### src/hdl/sme_ram.sv
// ----------------------------------------------------------------------------
// sme_ram: generic single-port synchronous RAM
// one access a cycle: an optional write plus a read of the old word, registered read data
// ----------------------------------------------------------------------------
`default_nettype none
module sme_ram #(
  parameter int unsigned WIDTH = 64,
  parameter int unsigned DEPTH = 64
) (
  input  wire logic                     clk,
  input  wire logic                     we,
  input  wire logic [$clog2(DEPTH)-1:0] addr,
  input  wire logic [WIDTH-1:0]         wdata,
  output logic      [WIDTH-1:0]         rdata
);
  logic [WIDTH-1:0] mem [DEPTH];

  always_ff @(posedge clk) begin
    if (we) begin
      mem[addr] <= wdata;
    end
    rdata <= mem[addr];
  end
endmodule
`default_nettype wire

### config.mk
export PLATFORM = sky130hd
export DESIGN_NAME = sme_ram
export DESIGN_NICKNAME = d
export VERILOG_FILES = /design/src/hdl/sme_ram.sv
export SDC_FILE = /design/constraint.sdc
export NUM_CORES = 2
export LEC_CHECK = 0
export ABC_AREA = 0
export BUFFER_PORTS_ARGS = -buffer_cell sky130_fd_sc_hd__buf_2
export CORE_UTILIZATION = 55
export CTS_BUF_LIST = sky130_fd_sc_hd__clkbuf_2 sky130_fd_sc_hd__clkbuf_4 sky130_fd_sc_hd__clkbuf_8
export DETAILED_ROUTE_END_ITERATION = 7
export HOLD_SLACK_MARGIN = 0.15
export PLACE_DENSITY = 0.71
export SLEW_MARGIN = 10
export SYNTH_ARGS = -nofsm -noshare
export SYNTH_HDL_FRONTEND = slang
export SYNTH_SLANG_ARGS = --single-unit
### constraint.sdc
create_clock -name clk -period 9 [get_ports clk]
set_input_delay 0 -clock clk [delete_from_list [all_inputs] [get_ports clk]]
set_output_delay 0 -clock clk [all_outputs]
set_load 0.02 [all_outputs]
# == Word-level counts from Yosys, hierarchy flattened ==
# Memory sizes are Yosys's and may differ from the RTL's. A register that Yosys moved wholly into a read port is not among the register bits.
# Cells that the tools add are included.
# word_totals
register_bits,0
ram_bits,4096
elab_cells,3
memories,1
# op_classes
muxes,2
# memory_table
memory,depth,width,read_ports,rd_ports_with_merged_regs,write_ports,line_no,source
mem,64,64,1,1,1,16,logic [WIDTH-1:0] mem [DEPTH];
# op_table
operator,n
1-bit 2-to-1 mux,2

# == Depth between registers and ports, before layout ==
# depth
word_depth,2
depth_mapped,11
mapped_depth_nobuf,6

# == Least setup slack after synthesis ==
# No wires, ideal clock.
# synth_path
path_type,input to register
startpoint,input port addr[2]
endpoint,"memory mem[15][0], enable pin"
arrival_ns,4.016
t_required_ns,8.513
slack_ns,4.497
cell_stages,9
cell_sequence,buf_4 > buf_6 > buf_4 > buf_4 > buf_4 > buf_4 > buf_2 > nand3_1 > nor2_1
# synth_lines
item,line_no,source
start: declaration,12,"input wire logic [$clog2(DEPTH)-1:0] addr,"
end: declaration,16,
# Straight into the memory's write port.

# == Final worst setup path ==
# layout_path
startpoint,input port addr[0]
endpoint,"memory mem[25][15], enable pin"
# Straight into the memory's write port.

==> flow_metrics.tcl <==
set metrics [dict create \
    status "finished, violations left" \
    violations "DRC" \
    fin_cells 13270 \
    cts_root_buf "clkbuf_8" \
    ir_worst_vdd_uv 187.1 \
    multiInputGateArea_mm2 0.02886 \
    wl_per_cell_um 35.13 \
    cts_max_level 6 \
    p_comb_share_pct 5.4 \
    die_w_um 533.6 \
    cts_tree "yes" \
    finalMaxSlewViolations 0 \
    ctsHoldBuffers 89 \
    vias_per_cell 7.006 \
    cts.clk_slew.worst_paths_ps 50 \
    final-seq-area_mm2 0.1243 \
    ios 136 \
    rows 194 \
    internal_power_mw 30.03 \
    hold_viol_final 0 \
    p_sw_mw 8.808 \
    synth_warnings 0 \
    rrSetupSlack_ps 5780 \
    slowest_delay_ps 1110 \
    io_buffers 135 \
    synth_commonest_cells "edfxtp_1, a22oi_1, a221oi_1" \
    coreArea_mm2 0.2801 \
    cp_top_family "buffers and inverters" \
    fillers 19350 \
    drcViolationCount 6 \
    wl_um 466100 \
    rsz0062_at_grt "no" \
    grt_pass1_wl_um 654300 \
    cp_slowest_cell "nor2_4" \
    met2_usage_pct 50.52 \
    p_leak_nw 54.52 \
    synth_edf_count 4096 \
    arrival_ps 5610 \
    cts-buffers-inserted 634 \
    finalCritPeriodShare_pct 55.17 \
    synth_seq_cells 4160 \
    die_y_um 533.6 \
    timing.hold.ws_ps 226.9 \
    synth_area_leader_cell "edfxtp_1" \
    synth_area_mm2 0.1555 \
    worstPathMaxFanout 77 \
    initial_core_util_pct 55.50 \
    critPathKind "in2reg" \
    layout.nets 9133 \
    place_congestion 0.8569 \
    yosys-top-cells-area "edfxtp_1, a221oi_1, a22oi_1" \
    post-route-util_pct 61.95 \
    postRouteAntennaNets 0 \
    vias 92950 \
    p_sw_share_pct 22.68 \
    placed_area_mm2 0.1604 \
    globalRouteMet3Util_pct 8.214 \
    drtIter0Drc 14520 \
    hpwl_um 238600 \
    synth_top_area_share_pct 79.12 \
    cts_setup_buffers 0 \
    busiest_layer "met2" \
    tightestPinTransition_ps 1438 \
    fin_area_mm2 0.1735 \
    max_slew_margin_pct 3.229 \
    path_cells "dlygate4sd3_1 -> buf_8 -> nor2b_4 -> buf_4 -> nand2_1 -> nor2_4 -> buf_4" \
    post-place-cells 12050 \
    cap_violations 0 \
    clock_path_buffers 4 \
    syn_inst 8619 \
    critical_path.most_common_cell "buf_4" \
    clock-sinks 4160 \
    grt_overflow_total 0 \
    seqPwrFrac_pct 55.5 \
    crit_path_start_kind "input port" \
    synth.most_common_cell "edfxtp_1" \
    antenna_found_initial 28 \
    async_flop_share_pct 0 \
    synth_nets 8691 \
    critPathBufInv 4 \
    finalCriticalPeriod_ps 4965 \
    clk_latency_ps 1100 \
    max_freq_mhz 201.4 \
    avgSynthCellArea_um2 18.04 \
    ys.flop_type "edfxtp_1" \
    drive_above_1_share_pct 18.02 \
    seq_area_frac_synth_pct 79.95 \
    skew_ps 80.31 \
    clkPwrFrac_pct 39.1 \
    setup_viol 0 \
    grt_max_degree 154 \
    critical_path_required_ps 9640 \
    dr.pass1.iters 8 \
    cp-end-kind "flop" \
    min_path_type "in2reg" \
    grt_usage_pct 32.24 \
    gr-usage-met1_pct 41.46 \
    tns_ps 0 \
    ctsResizeCount 0 \
    ys_types 57 \
    area_delta_synth_final_pct 11.63 \
    first_global_vias 91910 \
    die-area_mm2 0.2848 \
    power_per_cell_area_mw_per_mm2 223.8 \
]
-- per-stage QoR --
stage	setup slack (ps)	power [mW]
after floorplan	4497	22.97
after detailed placement	3864	23.96
after global placement	3964	23.91
after global routing	4140	39.79
after CTS	4374	38.84
final	4035	38.83
-- flip-flops by register name (all words and copies together), names as in the netlist --
name   count
mem     4096
rdata     64
-- kinds of logic (layout without fill, tap and decap cells) --
kind of cell / Yosys count / in the layout / synth area share, %
DFF: 4160 / 4160 / 79.95
AOI/OAI and AO/OA: 2389 / 2389 / 11.32
and+or+nand+nor: 808 / 808 / 2.282
buffers and inverters: 658 / 1576 / 1.887
muxes: 604 / 604 / 4.560
other: 0 / 7 / 0
-- worst register-to-register path, delay by kind of cell, from the launching register on --
family          cells  cell delay [ps]
flops               1              370
simple gates        1              530
buf+inv             2             1150
compound gates      4             1040
-- cell usage in the layout, fill, tap and decap left out, types with 30 or more instances in the layout --
cell type      Yosys  final
a211oi_1          33     33
a21oi_1          210    210
a221o_1           30     30
a221oi_1         636    636
a22oi_1          684    684
buf_2            253    128
buf_4             23    224
clkbuf_4           0    226
clkbuf_8           0    656
clkinv_1           0    130
clkinv_2           0     52
dfxtp_1           64     64
dlygate4sd3_1      0     94
edfxtp_1        4096   4096
mux2_2           203    203
mux2i_1          337    337
mux4_2            63     63
nand2_1          311    303
nand3b_1          30     30
nand4_1           36     36
nor2_1           301    233
nor2_4             0     68
nor4_1            58     58
o2111a_1          30     30
o21ai_0          139    139
o22ai_1          506    506
-- final timing paths --
| path | start | endpoint | depth (start not counted) |
|---|---|---|---|
| worst max-delay path | addr[0] | mem[25][15] | 7 |
| worst min-delay path | wdata[18] | mem[3][18] | 3 |
| worst max register to register | mem[40][1] | rdata[1] | 7 |
| worst min register to register | mem[18][53] | rdata[53] | 4 |
-- power groups by stage --
stage	Clock, mW	Sequential, mW	Combinational (mW)
3_5_place_dp	0	22.0	1.98
4_1_cts	15.2	21.6	2.02
2_1_floorplan	0	22.0	0.996
6_report	15.2	21.6	2.08
5_1_grt	16.1	21.6	2.15
3_3_place_gp	0	22.0	1.94
-- routing by layer --
metal  vias to the layer above  routed length (um)
met5                         -                  35
met4                         6               29500
met3                      1544               62980
met2                      7650              214500
met1                     46660              159100
li1                      37090                   -
-- final cells by class --
class / count / area share, %
Timing Repair Buffer: 461 / 2.045
Clock inverter: 230 / 0.8162
Sequential cell: 4160 / 71.62
Multi-Input combinational cell: 3801 / 16.63
Inverter: 3 / 0.01658
Antenna cell: 7 / 0.01009
Tap cell: 3724 / 2.685
Clock buffer: 882 / 6.181
Power figures use the tool's default switching activity.
