## src/hdl/sme_pkg.sv

```systemverilog
// ----------------------------------------------------------------------------
// sme_pkg: shared codes and types for the sorted multiset engine
// opcodes, result kinds and the packed result record
// ----------------------------------------------------------------------------
`default_nettype none
package sme_pkg;

  typedef enum logic [2:0] {
    OP_ADD       = 3'd0,
    OP_ERASE_ONE = 3'd1,
    OP_ERASE_ALL = 3'd2,
    OP_FIND      = 3'd3,
    OP_COUNT     = 3'd4,
    OP_PRINT     = 3'd5,
    OP_CLEAR     = 3'd6,
    OP_NONE      = 3'd7
  } op_t;

  typedef enum logic [2:0] {
    K_ELEM  = 3'd0,
    K_EMPTY = 3'd1,
    K_FIND  = 3'd2,
    K_COUNT = 3'd3,
    K_OVER  = 3'd4
  } kind_t;

  localparam int unsigned ELEM_W  = 64;
  localparam int unsigned COUNT_W = 7;

  typedef struct packed {
    kind_t               kind;
    logic [ELEM_W-1:0]   value;
    logic                found;
    logic [COUNT_W-1:0]  count;
    logic                last;
  } result_t;

endpackage
`default_nettype wire

```

## src/hdl/sme_ctrl.sv

```systemverilog
// ----------------------------------------------------------------------------
// sme_ctrl: sequencer for the sorted multiset engine
// scans the store, shifts entries for insert and erase, streams print output
// ----------------------------------------------------------------------------
`default_nettype none
module sme_ctrl #(
  parameter int unsigned CAPACITY   = 64,
  parameter int unsigned VALUE_BITS = 64
) (
  input  wire logic                     clk,
  input  wire logic                     rst_n,
  input  wire logic                     req_valid,
  output logic                          req_ready,
  input  wire logic [2:0]               req_op,
  input  wire logic [VALUE_BITS-1:0]    req_val,
  output logic                          res_valid,
  input  wire logic                     res_ready,
  output sme_pkg::result_t              res,
  output logic                          mem_we,
  output logic [((CAPACITY > 1) ? $clog2(CAPACITY) : 1)-1:0] mem_addr,
  output logic [VALUE_BITS-1:0]         mem_wdata,
  input  wire logic [VALUE_BITS-1:0]    mem_rdata
);
  import sme_pkg::*;

  localparam int unsigned AW = (CAPACITY > 1) ? $clog2(CAPACITY) : 1;
  localparam int unsigned TW = $clog2(CAPACITY + 1);

  typedef enum logic [3:0] {
    S_IDLE, S_SCAN_RD, S_SCAN_CHK, S_DISPATCH, S_SHIFT_RD, S_SHIFT_WR,
    S_INS_WR, S_PRINT_RD, S_PRINT_OUT, S_OUT
  } state_t;

  state_t              state_r;
  op_t                 op_r;
  logic [VALUE_BITS-1:0] val_r;
  logic [TW-1:0]       total_r;
  logic [TW-1:0]       idx_r;   // scan / shift / print index
  logic [TW-1:0]       lo_r;    // first not below
  logic [TW-1:0]       hi_r;    // first above
  logic                lo_done_r;
  logic [TW-1:0]       gap_r;
  result_t             res_r;
  logic                res_valid_r;

  // signed compare of a stored entry against the operand
  logic rd_lt, rd_gt;
  assign rd_lt = $signed(mem_rdata) < $signed(val_r);
  assign rd_gt = $signed(mem_rdata) > $signed(val_r);

  assign req_ready = (state_r == S_IDLE) && !res_valid_r;
  assign res_valid = res_valid_r;
  assign res       = res_r;

  always_comb begin
    mem_we    = 1'b0;
    mem_addr  = idx_r[AW-1:0];
    mem_wdata = mem_rdata;
    unique case (state_r)
      S_SHIFT_WR: begin
        mem_we = 1'b1;
        if (op_r == OP_ADD) begin
          mem_addr = idx_r[AW-1:0];
        end else begin
          mem_addr = AW'(idx_r - gap_r);
        end
      end
      S_INS_WR: begin
        mem_we    = 1'b1;
        mem_addr  = hi_r[AW-1:0];
        mem_wdata = val_r;
      end
      S_SHIFT_RD: begin
        if (op_r == OP_ADD) begin
          mem_addr = AW'(idx_r - TW'(1));
        end
      end
      default: ;
    endcase
  end

  always_ff @(posedge clk) begin
    if (!rst_n) begin
      state_r     <= S_IDLE;
      total_r     <= '0;
      res_valid_r <= 1'b0;
    end else begin
      if (res_valid_r && res_ready) begin
        res_valid_r <= 1'b0;
      end
      unique case (state_r)
        S_IDLE: begin
          if (req_valid && req_ready) begin
            op_r      <= op_t'(req_op);
            val_r     <= req_val;
            idx_r     <= '0;
            lo_r      <= total_r;
            hi_r      <= total_r;
            lo_done_r <= 1'b0;
            unique case (op_t'(req_op))
              OP_CLEAR: total_r <= '0;
              OP_NONE:  ;
              OP_ADD: begin
                if (total_r == TW'(CAPACITY)) begin
                  res_r   <= result_t'{kind: K_OVER, value: '0, found: 1'b0,
                                       count: '0, last: 1'b1};
                  state_r <= S_OUT;
                end else begin
                  state_r <= S_SCAN_RD;
                end
              end
              OP_PRINT: begin
                if (total_r == '0) begin
                  res_r   <= result_t'{kind: K_EMPTY, value: '0, found: 1'b0,
                                       count: '0, last: 1'b1};
                  state_r <= S_OUT;
                end else begin
                  state_r <= S_PRINT_RD;
                end
              end
              default: state_r <= S_SCAN_RD;
            endcase
          end
        end
        S_SCAN_RD: begin
          // linear scan through the read port: each entry is read, then checked
          if (idx_r == total_r) begin
            state_r <= S_DISPATCH;
          end else begin
            state_r <= S_SCAN_CHK;
          end
        end
        S_SCAN_CHK: begin
          if (!lo_done_r && !rd_lt) begin
            lo_r      <= idx_r;
            lo_done_r <= 1'b1;
          end
          if (rd_gt) begin
            hi_r    <= idx_r;
            state_r <= S_DISPATCH;
          end else begin
            idx_r   <= idx_r + TW'(1);
            state_r <= S_SCAN_RD;
          end
        end
        S_DISPATCH: begin
          priority case (op_r)
            OP_FIND: begin
              res_r   <= result_t'{kind: K_FIND, value: '0, found: (hi_r != lo_r),
                                   count: '0, last: 1'b1};
              state_r <= S_OUT;
            end
            OP_COUNT: begin
              res_r   <= result_t'{kind: K_COUNT, value: '0, found: 1'b0,
                                   count: COUNT_W'(hi_r - lo_r), last: 1'b1};
              state_r <= S_OUT;
            end
            OP_ADD: begin
              idx_r   <= total_r;
              state_r <= (total_r == hi_r) ? S_INS_WR : S_SHIFT_RD;
            end
            default: begin
              // erase one or all: gap width, then move tail down
              gap_r   <= (op_r == OP_ERASE_ONE && hi_r != lo_r) ? TW'(1) :
                         TW'(hi_r - lo_r);
              idx_r   <= (op_r == OP_ERASE_ONE && hi_r != lo_r) ?
                         TW'(lo_r + TW'(1)) : hi_r;
              state_r <= (hi_r == lo_r) ? S_IDLE : S_SHIFT_RD;
            end
          endcase
        end
        S_SHIFT_RD: begin
          if (op_r != OP_ADD && idx_r == total_r) begin
            total_r <= TW'(total_r - gap_r);
            state_r <= S_IDLE;
          end else begin
            state_r <= S_SHIFT_WR;
          end
        end
        S_SHIFT_WR: begin
          if (op_r == OP_ADD) begin
            idx_r   <= idx_r - TW'(1);
            state_r <= (TW'(idx_r - TW'(1)) == hi_r) ? S_INS_WR : S_SHIFT_RD;
          end else begin
            idx_r   <= idx_r + TW'(1);
            state_r <= S_SHIFT_RD;
          end
        end
        S_INS_WR: begin
          total_r <= total_r + TW'(1);
          state_r <= S_IDLE;
        end
        S_PRINT_RD: begin
          if (!res_valid_r || res_ready) begin
            state_r <= S_PRINT_OUT;
          end
        end
        S_PRINT_OUT: begin
          res_r       <= result_t'{kind: K_ELEM, value: ELEM_W'($signed(mem_rdata)),
                                   found: 1'b0, count: '0,
                                   last: (idx_r + TW'(1) == total_r)};
          res_valid_r <= 1'b1;
          idx_r       <= idx_r + TW'(1);
          state_r     <= (idx_r + TW'(1) == total_r) ? S_IDLE : S_PRINT_RD;
        end
        S_OUT: begin
          res_valid_r <= 1'b1;
          state_r     <= S_IDLE;
        end
        default: state_r <= S_IDLE;
      endcase
    end
  end
endmodule
`default_nettype wire

```

## config.mk

```make
export PLATFORM = sky130hd
export DESIGN_NAME = sme_ctrl
export DESIGN_NICKNAME = d
export VERILOG_FILES = /design/src/hdl/sme_pkg.sv /design/src/hdl/sme_ctrl.sv
export SDC_FILE = /design/constraint.sdc
export NUM_CORES = 1
export LEC_CHECK = 0
export BUFFER_PORTS_ARGS = -buffer_cell sky130_fd_sc_hd__clkbuf_2
export CAP_MARGIN = 15
export CORE_MARGIN = 2
export CORE_UTILIZATION = 54
export DETAILED_ROUTE_END_ITERATION = 10
export GPL_TIMING_DRIVEN = 1
export HOLD_SLACK_MARGIN = 0.12
export PLACE_DENSITY = 0.81
export SLEW_MARGIN = 0
export SYNTH_ARGS = -nofsm -noshare
export SYNTH_HDL_FRONTEND = slang
export SYNTH_SLANG_ARGS = --single-unit
export TNS_END_PERCENT = 20
```

## constraint.sdc

```tcl
create_clock -name clk -period 6.45 [get_ports clk]
set_input_delay 0.645 -clock clk [delete_from_list [all_inputs] [get_ports clk]]
set_output_delay 0.645 -clock clk [all_outputs]
set_load 0.05 [all_outputs]
```

## Yosys cells after proc, flatten, opt, wreduce, memory -nomap -nowiden

Cells that the tools add are included.

| operators by class | value |
|---|---|
| $add $sub $neg | 7 |
| order comparisons | 2 |
| equal/unequal tests | 35 |
| mux-type cells | 46 |
| bitwise logic cells | 1 |
| reductions and logical operators | 33 |

Operators with widths:

| operator | count |
|---|---|
| one-hot mux 76 bit (2 select lines) | 2 |
| 2-to-1 mux 76 bit | 3 |
| one-hot mux 76 bit (3 select lines) | 1 |
| 2-to-1 mux 7 bit | 10 |
| greater-than comparator 64 bit | 1 |
| less-than comparator 64 bit | 1 |
| 2-to-1 mux 64 bit | 1 |
| one-hot mux 7 bit (2 select lines) | 3 |
| equality test 7 bit | 5 |
| one-hot mux 7 bit (5 select lines) | 1 |
| one-hot mux 4 bit (8 select lines) | 1 |
| adder 7 x 1 -> 7 bit, second input constant | 3 |
| one-hot mux 7 bit (3 select lines) | 1 |
| one-hot mux 6 bit (3 select lines) | 1 |
| equality test 4 x 3 -> 1 bit, second input constant | 4 |
| 2-to-1 mux 4 bit | 4 |
| inequality test 2 bit, second input constant | 7 |
| subtractor 7 bit | 2 |
| equality test 3 bit, second input constant | 4 |
| 2-to-1 mux 6 bit | 2 |
| one-hot mux 4 bit (3 select lines) | 1 |
| AND reduction 4 bit | 3 |
| 2-to-1 mux 3 bit | 3 |
| inequality test 3 bit, second input constant | 3 |
| 30 further kinds | 57 |

| storage, ports and cells | value |
|---|---|
| register bits | 184 |
| input port bits | 135 |
| output and inout port bits | 149 |
| word-level logic and storage cells | 139 |

## Depth between registers and ports, before layout

Gate-level depths: netlist of run 1.

| depth | value |
|---|---|
| word-level depth | 5 |
| depth in mapped cells | 13 |
| gate-level depth less buffers | 12 |

## Worst setup path before layout of run 1

Ideal clock, no wire load.

| path | value |
|---|---|
| path type | reg2reg |
| from | register total_r[2] |
| to | register res_r, in the netlist res[0], enable pin |
| setup time | 0.535 ns |
| arrival time | 4.820 ns |
| required time | 5.915 ns |
| slack | 1.095 ns |
| cell stages (with the launch flop) | 7 |
| path buffers | 1 |
| period minus slack after synthesis | 5.355 ns |
| cells stage by stage | dfxtp_1 buf_2 nor4_1 nand2_1 nor3_1 o21ai_0 a21oi_1 |

| between the ends | value |
|---|---|
| longest elaborated chain between the ends | 3 |
| elaborated cells on any way between the ends | 5 |
| classes of those cells | eq/ne (3); reduce/logical (2) |

RTL lines:

| what | line | RTL |
|---|---|---|
| from (decl) | sme_ctrl.sv:37 | `logic [TW-1:0] total_r;` |
| from (signal assigned) | sme_ctrl.sv:174 | `total_r <= TW'(total_r - gap_r);` |
| from (signal assigned) | sme_ctrl.sv:190 | `total_r <= total_r + TW'(1);` |
| equality test 7 bit or zero test 7 bit (tied branches) | sme_ctrl.sv:104, sme_ctrl.sv:113 |  |
| inequality test 3 bit (no line) | - |  |
| AND reduction 7 bit (no line) * | - |  |
| to (signal assigned) | sme_ctrl.sv:105 | `res_r <= result_t'{kind: K_OVER, value: '0, found: 1'b0,` |
| to (signal assigned) | sme_ctrl.sv:114 | `res_r <= result_t'{kind: K_EMPTY, value: '0, found: 1'b0,` |
| to (signal assigned) | sme_ctrl.sv:149 | `res_r <= result_t'{kind: K_FIND, value: '0, found: (hi_r != lo_r),` |
| to (decl) | sme_ctrl.sv:43 | `result_t res_r;` |

Every way passes the cells marked *; elsewhere a longest branch is shown, timed or not.
A chain may end at the register's enable or synchronous reset.

## Final worst setup path of run 1

| path | value |
|---|---|
| from | register state_r[2] |
| to | output port mem_wdata[15] |

| between the ends | value |
|---|---|
| longest elaborated chain between the ends | 2 |

RTL lines:

| what | line | RTL |
|---|---|---|
| from (decl) | sme_ctrl.sv:34 | `state_t state_r;` |
| from (signal assigned) | sme_ctrl.sv:160 | `state_r <= (total_r == hi_r) ? S_INS_WR : S_SHIFT_RD;` |
| from (signal assigned) | sme_ctrl.sv:168 | `state_r <= (hi_r == lo_r) ? S_IDLE : S_SHIFT_RD;` |
| from (signal assigned) | sme_ctrl.sv:183 | `state_r <= (TW'(idx_r - TW'(1)) == hi_r) ? S_INS_WR : S_SHIFT_RD;` |
| equality test 4 x 3 -> 1 bit | sme_ctrl.sv:59 | `unique case (state_r)` |
| 2-to-1 mux 64 bit | sme_ctrl.sv:59 |  |
| to (decl) | sme_ctrl.sv:21 | `output logic [VALUE_BITS-1:0] mem_wdata,` |

No other way between the ends.

==> impl.org, run 1 <==
** Run status
- The run finished with clean final reports.

** Placement
- Dpl hpwl :: 23,700 um
- In this run, placement finished with an instance count of roughly 1,500.
- Final weighted congestion in routability-driven placement :: 0.946
- In this run the tool buffered the top-level ports with about 280 buffer cells.
- Timing analysis after detailed placement gives a worst setup slack of 2.54 ns.

** Clock tree
- Count of H-tree levels built during CTS :: 4
- Insertion delay to the later sink of the worst-skew pair :: 0.44 ns
- CTS clock-pin slew for the worst setup and hold paths :: 0.08 ns
- The longest clock path from root to sink contains 2 buffers.
- In this run, post-CTS repair resized a total of 0 instances.
- Clock tree synthesis found a total of 184 sinks.
- Total setup buffers inserted after CTS :: 0
- Number of buffers added by the clock tree synthesis step :: 17
- Count of hold buffers inserted by post-cts repair :: 0
- Root Driver :: clkbuf_16
- TritonCTS built the clock tree.

** Logic synthesis
- Mean post-synth cell area :: 10.9 um^2
- Yosys printed 0 warnings.
- Synthesis instantiated 73 different standard cells from the library.
- In the synthesized netlist the async set-or-reset flop fraction comes to 0.
- Among all flip-flop cells after synthesis, the most frequent one is edfxtp_1.
- Area leader, netlist :: edfxtp_1
- Total standard cell area after synthesis :: about 11,000 um^2
- The number of nets in the synthesized netlist is 1,249.
- Synth top cells by count :: edfxtp_1, inv_1, ha_1
- Biggest area contributors in the synthesized netlist :: edfxtp_1, ha_1, mux2_2
- Counting flops and latches in the post-synthesis netlist gives 184.
- Syn Inst Count :: just over 1,000
- Register area share after synthesis :: 0.483
- The synthesized design contains 172 enable-type register cells.
- By instance count, the leading cell after synthesis is edfxtp_1.
- Share of the synthesized area in the top cell type :: 0.461

** STA
- Final worst clock skew :: 0.0168 ns
- Worst Tran Pin Value :: 1.07 ns
- The max-slew violation count is 0.
- After routing, the total negative slack on setup checks comes to 0 ns.
- Total setup violations reported at the end of the flow :: 0
- Final worst slack :: 2.11 ns
- Time the worst path needs with I/O delays and setup :: between 4 and 5 ns
- Achievable frequency :: 230 MHz
- Number of failing hold endpoints at the final stage :: 0
- Unrepaired setup endpoints after global routing :: no
- Final critical-path share of the clock period :: 0.673
- Relative slew margins :: 0.279

** Routing
- First drt pass iteration count :: 7
- Avg Vias per Cell :: 5.86
- In this run the remaining antenna-violating nets after routing total 0.
- The routed design has just over 30,000 um of wire.
- Post-route DRC violation count :: 0
- Routed length per instance :: ~20 um
- The first routing iteration left 836 violations.
- The routed layout has 9,172 vias.

** Critical path
- Standard cell with the maximum stage delay on the critical path :: nor2_4
- For this run, the slowest stage of the critical path takes 0.91 ns.
- The critical path starts at state_r[2]$_SDFFE_PN0P_.
- Reg2reg setup slack :: approximately 2.6 ns
- The worst setup path is captured at an output pin.
- At the worst endpoint, the arrival time is 3.70 ns.
- Walking the worst path, the cells encountered are nand2_1, nor2_4, buf_4, mux2_2, clkbuf_2.
- The worst setup path is launched from a register.
- Largest delay contributor family on the critical path :: simple AND/OR/NAND/NOR gates
- In this run the worst path has a maximum fanout of 38.
- Data on the critical path is required at its endpoint by 5.80 ns.
- Category of the critical setup timing path :: reg2out
- RR Startpoint :: state_r[2]$_SDFFE_PN0P_
- Together, buffers and inverters on the worst path number 2.

** Cells and area
- Nets :: 1,506
- Final core utilization :: 0.661
- Relative area change from synthesis to final layout :: 19.8%
- The number of antenna diodes in the final layout is 0.
- Area taken by flip-flops and latches :: 5410 um^2
- Share of layout cells above drive strength 1 :: 0.318
- Area of the multi-input gates :: about 5200 um^2
- Count of fill cells added during filler insertion :: between 1,500 and 2,000
- Post-route insts no fill :: 1,565

** Floorplanning
- Die width :: 148 um
- Floorplan core area :: 20,300 um^2
- Total I/O pin count :: 284
- For this configuration, the core starts out at a cell density of 0.551.
- Number of rows created at floorplan :: 52
- Floorplan die area :: ~22,000 um^2
- From bottom edge to top edge, the die measures 148 um.

** Global route
- The first global-routing pass estimated approximately 48,000 um of wire.
- Total global routing overflow :: 0
- Number of global-route vias before repair :: 9,147
- Entering global routing, the biggest net connects 77 pins.
- Global routing usage summed across all routing layers :: 0.282
- The number of antenna violations at the first check in global routing is 0.

** Hold path
- Worst min-delay path class :: in2reg
- Source of the worst hold timing path :: req_val[47]

** Pwr
- Overall power consumption :: 3.36 mW
- Summed over all cells, the static leakage comes to between 5 and 6 nW.
- In this run the power density over the cells is approximately 250 nW/um^2.
- IR analysis of the VDD net gives a maximum drop of 0.161 mV.

** Run
- Max-cap violations in this run came to 0.
metal layers:
metal  track usage  vias up  part of all wire
met5             0        -                 0
met4         0.102        0             0.034
met3        0.0608       67             0.080
met2         0.488      463              0.50
met1         0.347     4332              0.39
li1              -     4310                 -
flip-flops by register name, summed over array words and instances, names as in the netlist:
signal	cells
op_r	3
res	76
total_r	7
val_r	64
hi_r	7
lo_done_r	1
idx_r	7
gap_r	7
res_valid	1
lo_r	7
state_r	4
worst reg2reg max path: stages (launching register included):
cell and delay (ns):
dfxtp_1 0.63, nand2_1 0.44, nor2_4 0.91, nor2b_1 0.22, fa_1 0.48, a21o_1 0.19, a21oi_1 0.21, o21bai_1 0.09
a21oi_1 0.17, xnor2_1 0.16, nand4b_1 0.12, o211ai_1 0.11
metrics by stage:
stage,area (um^2),hold slack [ns]
after floorplan,11200,0.606
after global placement,12800,0.687
after detailed placement,12800,0.711
after CTS,13400,0.363
after global routing,13400,0.361
final,13400,0.375
worst paths after layout:
check,cells after the start,to
setup / recovery,5,mem_wdata[15]
hold / removal,1,val_r[47]$_DFFE_PP_
setup reg to reg,11,total_r[6]$_SDFFE_PN0P_
hold reg to reg,3,res_valid$_SDFFE_PN0P_
final cells by class:
cell class	count	share of cell area
sequential	184	0.403
clock buffer	17	0.0317
tap	270	0.0252
timing repair buffer	293	0.112
inverter	91	0.0255
multi-input combinational	696	0.391
clock inverter	14	0.0114
logic make-up after synthesis:
group | after synthesis | synth area share
flops | 184 | 0.483
buf+inv | 146 | 0.0518
compound gates | 190 | 0.111
fa+ha+maj | 88 | 0.100
simple gates | 293 | 0.140
mux | 71 | 0.0713
xor+xnor | 54 | 0.0423
cells in the final DEF (no fill, tap or decap), types with 11 or more instances in the layout:
cell type / netlist / final
nand4_1: 19 / 19
nor2_1: 67 / 65
xor2_1: 12 / 12
xnor2_1: 42 / 42
mux2_2: 70 / 70
nor2b_1: 11 / 11
and3_1: 69 / 69
a21oi_1: 58 / 57
nor3_1: 19 / 18
nand3_1: 22 / 22
ha_1: 85 / 85
o21ai_0: 35 / 35
clkbuf_2: 1 / 283
nand2_1: 44 / 44
dfxtp_1: 12 / 11
edfxtp_1: 172 / 172
a211oi_1: 11 / 11
inv_1: 89 / 89
clkbuf_16: 0 / 17
where the power goes:
part	internal, mW	switching [mW]
Clock	0.519	0.504
Sequential	1.42	0.0918
Combinational	0.273	0.552
(Power assumes the default switching activity.)
==> run 2, diff against run 1 <==
--- a/config.mk
+++ b/config.mk
@@ -5,6 +5,7 @@
 export SDC_FILE = /design/constraint.sdc
 export NUM_CORES = 1
 export LEC_CHECK = 0
+export ABC_AREA = 1
 export BUFFER_PORTS_ARGS = -buffer_cell sky130_fd_sc_hd__clkbuf_2
 export CAP_MARGIN = 15
 export CORE_MARGIN = 2
==> constraint.sdc (replaced) <==
create_clock -name clk -period 4.4 [get_ports clk]
set_input_delay 0.44 -clock clk [delete_from_list [all_inputs] [get_ports clk]]
set_output_delay 0.44 -clock clk [all_outputs]
set_load 0.05 [all_outputs]
==> run 2 against run 1 <==
  * Setup slack got worse by 0.94 ns
  * Non-clock buffer count decreased by 5
  * Critical path type unchanged
  * Global-route usage down 0.18 points
  * Routed wire length down 2.2%
  * Sequential share of layout area is 0.16 points higher
  * Combinational power rose by 72%
  * First-iteration DRC count fell by 17%
  * Clock skew down 0.0028 ns
  * Total power is 57% higher
  * Flip-flop and latch count unchanged
  * Cell count grew 14%
  * Via count grew 3.8%
  * Largest cell class unchanged
==> impl.org, run 2 <==
** Critical path
- The critical path startpoint category is a register (unchanged).
- The total buffers and inverters traversed by the critical path is 1 (was 2).
- The critical path class was reg2out (unchanged).
- Largest delay contributor family on the critical path :: flip-flops (was simple AND/OR/NAND/NOR gates)
- The required arrival time at the worst endpoint came to 3.96 ns (was 5.80 ns).
- Critical path, cell by cell: ha_1, nand2_1, nand2_1, a31oi_1, or2_2, nand2_1, a21oi_1, xor2_1, nand2_1, o211ai_1, nand3b_1, clkbuf_2 (was nand2_1, nor2_4, buf_4, mux2_2, clkbuf_2).
- The worst endpoint data arrival time was 2.79 ns (was 3.70 ns).
- The cell that appears most often on the critical path is nand2_1.
- The depth of the critical timing path with buffers and inverters included came to 12 (was 5).
- Worst stage delay on the critical path :: 0.61 ns (was 0.91 ns)
- The length in cells of the worst reg-to-reg path was 12 (was 11).
- Element type at the critical path end :: output pin (unchanged)
- Worst Path Max Fanout :: 10 (was 38)
- Standard cell with the maximum stage delay on the critical path :: edfxtp_1 (was nor2_4)

** Pwr
- Overall power consumption :: 5.27 mW (was 3.36 mW)
- Power density normalized to cell area :: 395 nW/um^2 (was 250 nW/um^2)
- The largest voltage drop on the vdd net came to 0.295 mV (was 0.161 mV).
- The leakage power is 6.29 nW (was 5.90 nW).

** STA
- Final critical-path share of the clock period :: 0.735
- Static timing analysis puts the maximum clock frequency at 309 MHz.
- Relative slew margins :: 0.342 (was 0.279)
- The clock skew after layout came to 0.0139 ns (was 0.0168 ns).
- The slack of the critical path is 1.17 ns (was 2.11 ns).
- Unrepaired setup endpoints after global routing :: no (unchanged)
- Number of failing hold endpoints at the final stage :: 0 (unchanged)
- The max-slew violation count is 0 (unchanged).
- The count of final setup violators came to 0 (unchanged).
- Time the worst path needs with I/O delays and setup :: 3.23 ns
- The summed negative setup slack over all endpoints was 0 ns (unchanged).
- Worst Tran Pin Value :: 0.979 ns (was 1.07 ns)

** Placement
- The final weighted congestion in routability-driven placement is 0.951 (was 0.946).
- The setup slack at placement is 1.27 ns (was 2.54 ns).
- The number of port buffers is 283 (unchanged).
- Dpl hpwl :: 23,600 um (was 23,700 um)
- Cell Area, Placed :: 12,700 um^2 (was 12,800 um^2)

** Cells and area
- Area taken by flip-flops and latches :: 5410 um^2 (about the same)
- The count of fill cells added during filler insertion came to 1,616 (was 1,635).
- The most common library cell in the layout ignoring fill and taps was clkbuf_2 (unchanged).
- The flip-flop count of the largest register after layout is 76 (unchanged).
- Share of layout cells above drive strength 1 :: 0.249 (was 0.318)
- The net count reported at finish is 1,727 (was 1,506).
- The synthesis-to-layout area growth came to 20.8% (was 19.8%).
- Post-route cell area :: 13,400 um^2 (about the same)
- Leading cell types in the layout, fill and taps excluded :: clkbuf_2, nand2_1, inv_1, edfxtp_1, nor2_1 (was clkbuf_2, edfxtp_1, inv_1, ha_1, mux2_2)
- Area of the multi-input gates :: 4660 um^2 (was 5250 um^2)
- N_diodes :: 0 (unchanged)

** Global route
- The via count of the first global-routing pass is 9,158 (was 9,147).
- The wire length of the first global-routing pass was 47,100 um (was 48,000 um).
- The combined global-route utilization of all metal layers came to 0.280 (was 0.282).
- Met1 capacity usage during global routing :: 0.350 (was 0.347)
- Maximum number of pins on one net before global-route repair :: 109 (was 77)
- The global routing met2 resource utilization came to 0.482 (was 0.488).
- The overflow left after global routing came to 0 (unchanged).
- The number of antenna violations at the first check in global routing is 0 (unchanged).
- Busiest layer in global routing :: met2 (unchanged)
- The met3 routing resource usage after global routing was 0.0540 (was 0.0608).

** Logic synthesis
- Biggest area contributors in the synthesized netlist: edfxtp_1, ha_1, nand2_1 (was edfxtp_1, ha_1, mux2_2).
- Number of enable flip-flop cells after synthesis :: 172 (unchanged)
- Synth top cells by count :: nand2_1, inv_1, edfxtp_1 (was edfxtp_1, inv_1, ha_1)
- Synth async-reset ratio :: 0 (unchanged)
- Count leader, synth :: nand2_1 (was edfxtp_1)
- The synthesized area divided by synthesized cell count was 8.99 um^2 (was 10.9 um^2).
- The commonest register cell after synthesis is edfxtp_1 (unchanged).
- The yosys synthesis warning count is 0 (unchanged).
- Distinct cell type count after synthesis :: 53 (was 73)
- Total of flip-flops plus latches after synthesis :: 184 (unchanged)
- The gate count of the mapped netlist is 1,230 (was 1,026).
- Net Count, Synth :: 1,453 (was 1,249)
- Total standard cell area after synthesis :: 11,100 um^2 (was 11,200 um^2)
- The fraction of the yosys area taken by sequential cells is 0.489 (was 0.483).
- The cell type contributing the most total cell area after synthesis was edfxtp_1 (unchanged).
- Share of the synthesized area in the top cell type :: 0.467 (was 0.461)

** Clock tree
- The clock tree from TritonCTS is done (unchanged).
- Root Driver :: clkbuf_16 (unchanged)
- The CTS sink count came to 184 (unchanged).
- CTS max path bufs :: 2 (unchanged)
- The total number of H-tree levels was 4 (unchanged).
- Post-cts gate resize count :: 0 (unchanged)
- The later-pin clock latency in the skew report is 0.43 ns (was 0.44 ns).
- The number of buffers created by CTS is 17 (unchanged).
- Total setup buffers inserted after CTS :: 0 (unchanged)
- CTS clock-pin slew for the worst setup and hold paths :: 0.08 ns (about the same)
- The cts-stage hold buffer count is 0 (unchanged).

** Floorplanning
- Number of rows created at floorplan :: 52 (unchanged)
- Floorplan core area :: 20,200 um^2 (was 20,300 um^2)
- The number of top-level pins was 284 (unchanged).
- The width of the die is 147 um (was 148 um).
- The height of the die is 147 um (was 148 um).
- The effective utilization at floorplan is 0.548 (was 0.551).
- Floorplan die area :: 21,600 um^2 (was 21,900 um^2)

** Routing
- The DRC marker count from the first detailed-route iteration came to 695 (was 836).
- Avg Vias per Cell :: 5.33 (was 5.86)
- First drt pass iteration count :: 5 (was 7)
- The post-detailed-route count of antenna-violating nets came to 0 (unchanged).
- Total via count in the routed design :: 9,520 (was 9,172)
- The routed wire length is 30,400 um (was 31,100 um).
- Post-route DRC violation count :: 0 (unchanged)
- Routed length per instance :: 17.0 um (was 19.9 um)

** Run
- The number of maximum-capacitance violations was 0 (unchanged).

** Hold path
- The type of the worst min-delay path is in2reg (unchanged).
- WHS Path Cells :: 1 (unchanged)

** Run status
- Result of the run: complete, no violations (unchanged).
==> run 2: path summary, 6_finish.rpt <==
kind | from | to | slack (ns)
max | idx_r[2]$_DFFE_PP_ | mem_addr[5] | 1.17
min | req_val[22] | val_r[22]$_DFFE_PP_ | 0.17
max reg2reg | val_r[23]$_DFFE_PP_ | lo_r[4]$_DFFE_PP_ | 1.39
min reg2reg | res_valid$_SDFFE_PN0P_ | res_valid$_SDFFE_PN0P_ | 0.56
==> run 2: layer usage <==
| layer | up-vias | routed length [um] |
|---|---|---|
| met3 | 63 | 2200 |
| li1 | 4613 | - |
| met1 | 4421 | 12300 |
| met2 | 423 | 14900 |
| met5 | - | 0 |
| met4 | 0 | 971 |
==> run 2: report_power, final <==
| group | internal, mW | switching (mW) | total [mW] | leakage [nW] |
|---|---|---|---|---|
| clock network | 0.822 | 0.759 | 1.58 | 0.297 |
| registers | 2.13 | 0.137 | 2.27 | 1.69 |
| logic | 0.398 | 1.03 | 1.42 | 4.30 |
| total | 3.35 | 1.92 | 5.27 | 6.29 |
==> run 2: logic make-up after synthesis <==
| family | Yosys count | share of synthesized area |
|---|---|---|
| AND/OR/NAND/NOR | 452 | 0.181 |
| buffers and inverters | 263 | 0.0925 |
| AO/OA/AOI/OAI | 202 | 0.102 |
| flip-flops | 184 | 0.489 |
| adder cells (fa/ha/maj) | 88 | 0.102 |
| XOR/XNOR | 41 | 0.0345 |
==> run 2: cell type report <==
cell class / instances / area share
flip-flops and latches: 184 / 0.405
multi-input cells: 783 / 0.349
repair buffers: 288 / 0.111
inverters: 230 / 0.0646
clock buffers: 18 / 0.0321
well taps: 270 / 0.0253
clock inverters: 14 / 0.0133
==> run 2: metrics by stage <==
step / hold slack (ns) / cells / util
6_report: 0.174 / 1787 / 0.662
3_5_place_dp: 0.549 / 1755 / 0.632
4_1_cts: 0.160 / 1787 / 0.662
3_3_place_gp: 0.546 / 1755 / 0.632
5_1_grt: 0.156 / 1787 / 0.662
2_1_floorplan: 0.490 / 1230 / -
==> run 3, diff against run 2 <==
==> constraint.sdc (replaced) <==
create_clock -name clk -period 3.2 [get_ports clk]
set_input_delay 0.32 -clock clk [delete_from_list [all_inputs] [get_ports clk]]
set_output_delay 0.32 -clock clk [all_outputs]
set_load 0.05 [all_outputs]
==> run 3 against run 2 <==
  * Final area rose by 6.1%
  * Sequential share of layout area fell by 2.3 points
  * Core utilization rose by 4.0 points
  * Clock power rose by 43%
==> impl.org, run 3 (synthesis gave the netlist of run 2 again) <==
** Cells and area
- Share of layout cells above drive strength 1 :: 0.249 (about the same)
- The flip-flop count of the largest register after layout was 76 (unchanged).
- Post-route cell area :: 14,200 um^2 (was 13,400 um^2)
- Area of the multi-input gates :: 4660 um^2 (unchanged)
- The most common library cell in the layout ignoring fill and taps is clkbuf_2 (unchanged).
- The number of standard cells in the final layout excluding fillers was 1,868 (was 1,787).
- The synthesis-to-layout area growth is 28.1% (was 20.8%).
- The count of fill cells added during filler insertion is 1,517 (was 1,616).
- The net count reported at finish came to 1,806 (was 1,727).
- The register area is 5410 um^2 (about the same).
- Leading cell types in the layout, fill and taps excluded :: clkbuf_2, nand2_1, inv_1, edfxtp_1, nor2_1 (unchanged)

** Floorplanning
- Number of rows created at floorplan :: 52 (unchanged)
- Die width :: 147 um (unchanged)
- The height of the die was 147 um (unchanged).
- Floorplan core area :: 20,200 um^2 (unchanged)
- Floorplan die area :: 21,600 um^2 (unchanged)
- Starting Density :: 0.548 (unchanged)
- The number of top-level pins is 284 (unchanged).

** Routing
- The met1 routed wirelength after detailed routing was 12,800 um (was 12,300 um).
- The via total after detailed routing was 9,985 (was 9,520).
- The routed wire length is 32,200 um (was 30,400 um).
- First drt pass iteration count :: 5 (unchanged)
- The detailed-route DRC error count is 0 (unchanged).
- The DRC marker count from the first detailed-route iteration was 837 (was 695).
- The detail-routed net length per standard cell is 17.3 um (was 17.0 um).
- The routed length on met2 is 15,100 um (was 14,900 um).
- The met3 layer wire length in the routed design came to 2700 um (was 2200 um).
- The highest metal layer with signal wires is met4 (unchanged).
- Avg Vias per Cell :: 5.35 (was 5.33)
- The post-detailed-route count of antenna-violating nets came to 0 (unchanged).

** STA
- The summed negative setup slack over all endpoints came to 0 ns (unchanged).
- Max Slew Vio Count :: 0 (unchanged)
- Final critical-path share of the clock period :: 0.934
- Relative slew margins :: 0.486 (was 0.342)
- Achievable frequency :: about 330 MHz
- The clock period could shrink to 2.99 ns.
- The clock skew after layout was 0.0108 ns (was 0.0139 ns).
- The slew at the pin closest to its max-slew limit is 0.770 ns (was 0.979 ns).
- The count of final setup violators came to 0 (unchanged).
- The number of hold-slack violations in the final timing report is 0 (unchanged).
- The slack of the critical path came to 0.211 ns (was 1.17 ns).
- Unrepaired setup endpoints after global routing :: no (unchanged)

** Pwr
- The net switching power was 2.64 mW (was 1.92 mW).
- The combinational share of power was 0.284 (was 0.270).
- The total power consumption of the routed design came to 7.47 mW (was 5.27 mW).
- P_int :: 4.83 mW (was 3.35 mW)
- The total power per unit cell area is 527 nW/um^2 (was 395 nW/um^2).
- The relative contribution of the clock network to total power came to 0.303 (was 0.300).
- The switching power as a share of total power is 0.354 (was 0.364).
- Flop pwr share :: 0.413 (was 0.430)
- The largest voltage drop on the vdd net is 0.373 mV (was 0.295 mV).
- Leakage component of the power :: 6.65 nW (was 6.29 nW)

** Critical path
- The critical path startpoint category was a register (unchanged).
- Required time of the critical path :: 2.88 ns (was 3.96 ns)
- The worst endpoint data arrival time is 2.67 ns (was 2.79 ns).
- Critical path, cell by cell: ha_1, a31oi_1, or2_2, nand2_1, a21oi_1, xor2_1, nand2_1, o211ai_1, nand3b_1, clkbuf_2 (was ha_1, nand2_1, nand2_1, a31oi_1, or2_2, nand2_1, a21oi_1, xor2_1, nand2_1, o211ai_1, nand3b_1, clkbuf_2).
- The kind of end point of the critical path is an output pin (unchanged).
- Worst Path Max Fanout :: 10 (unchanged)
- Start point of the critical path :: idx_r[1]$_DFFE_PP_ (was idx_r[2]$_DFFE_PP_)
- RR Startpoint :: val_r[19]$_DFFE_PP_ (was val_r[23]$_DFFE_PP_)
- Critical path's most frequent cell :: nand2_1 (unchanged)
- The worst-path cell with the longest stage delay was edfxtp_1 (unchanged).
- Worst stage delay on the critical path :: 0.68 ns (was 0.61 ns)
- The critical path class was reg2out (unchanged).

** Clock tree
- The clock tree from TritonCTS is done (unchanged).
- Count of H-tree levels built during CTS :: 4 (unchanged)
- The later-pin clock latency in the skew report was 0.43 ns (about the same).
- CTS clock-pin slew for the worst setup and hold paths :: 0.07 ns (was 0.08 ns)
- Root Driver :: clkbuf_16 (unchanged)
- The number of buffers created by CTS came to 17 (unchanged).
- The count of cells resized by post-cts repair came to 0 (unchanged).
- The largest buffer count on any clock path is 2 (unchanged).
- Clock net sink count :: 184 (unchanged)

** Global route
- Initial antenna violation count :: 2 (was 0)
- First-pass GRT wire length :: 50,500 um (was 47,100 um)
- The overflow left after global routing was 0 (unchanged).
- The via count of the first global-routing pass was 9,925 (was 9,158).
- The maximum number of pins on one net before global-route repair is 108 (was 109).
- Global routing usage summed across all routing layers :: 0.299 (was 0.280)

** Run
- Max Cap Viol :: 0 (unchanged)

** Hold path
- The startpoint of the tightest hold check path was req_op[0] (was req_val[22]).
- The type of the worst min-delay path is in2reg (unchanged).

** Placement
- The number of placed instances, taps included is 1,768 (was 1,755).
- The final HPWL from detailed placement was 23,800 um (was 23,600 um).
- Cell Area, Placed :: 12,900 um^2 (was 12,700 um^2)
- Post-placement worst setup slack :: 0.487 ns (was 1.27 ns)
- The final weighted congestion in routability-driven placement was 0.980 (was 0.951).
- Count of input and output buffers :: 283 (unchanged)

** Run status
- Result of the run: complete, no violations (unchanged).
## run 3: cell count changes in the layout (fill, tap and decap cells not counted), moves of 2 or more
cell           change
buf_4             +12
bufinv_16          +2
clkinv_8           -2
dfxtp_1            -4
dfxtp_2            +4
diode_2            +2
dlygate4sd3_1     +66
inv_4              +2
## run 3: final timing paths
path                            slack, ns  depth (start not counted)                endpoint
worst max register to register       0.49                         15       hi_r[4]$_DFFE_PP_
worst min-delay path                 0.14                          1       op_r[0]$_DFFE_PP_
worst min register to register       0.56                          2  res_valid$_SDFFE_PN0P_
worst max-delay path                 0.21                         10             mem_addr[5]
## run 3: repair_timing
action / 4_1_cts / 5_1_grt
hold buffers: 66 / 0
buffers inserted: 0 / 0
hold endpoints to repair: 66 / 0
## run 3: cell type report
class	instances	share of cell area
diodes	2	0.000353
clock buffers	17	0.0300
clock inverters	15	0.0144
inverters	230	0.0613
multi-input cells	783	0.329
flip-flops and latches	184	0.382
well taps	270	0.0238
repair buffers	367	0.159
## run 3: power groups by stage
stage	combinational, mW	clock, mW	sequential (mW)
2_1_floorplan	1.17	0	3.40
3_3_place_gp	1.99	0	3.13
3_5_place_dp	2.02	0	3.13
4_1_cts	2.10	2.28	3.08
5_1_grt	2.30	2.37	3.11
6_report	2.12	2.26	3.08
## run 3: routing by layer
metal / vias to the layer above / GRT usage
li1: 4783 / -
met1: 4544 / 0.381
met2: 529 / 0.485
met3: 129 / 0.0543
met4: 0 / 0.165
met5: - / 0
## run 3: worst max-delay path, delay by kind of cell, from the launching register on
kind / cells / cell delay (ns)
simple gates: 4 / 0.37
flops: 1 / 0.68
xor+xnor: 1 / 0.16
compound gates: 3 / 0.47
buf+inv: 1 / 0.24
fa+ha+maj: 1 / 0.32
## run 3: through the flow
stage / util / hold WS (ns)
3_3_place_gp: 0.638 / 0.497
3_5_place_dp: 0.638 / 0.499
4_1_cts: 0.702 / 0.124
6_report: 0.702 / 0.139
2_1_floorplan: - / 0.419
5_1_grt: 0.702 / 0.141
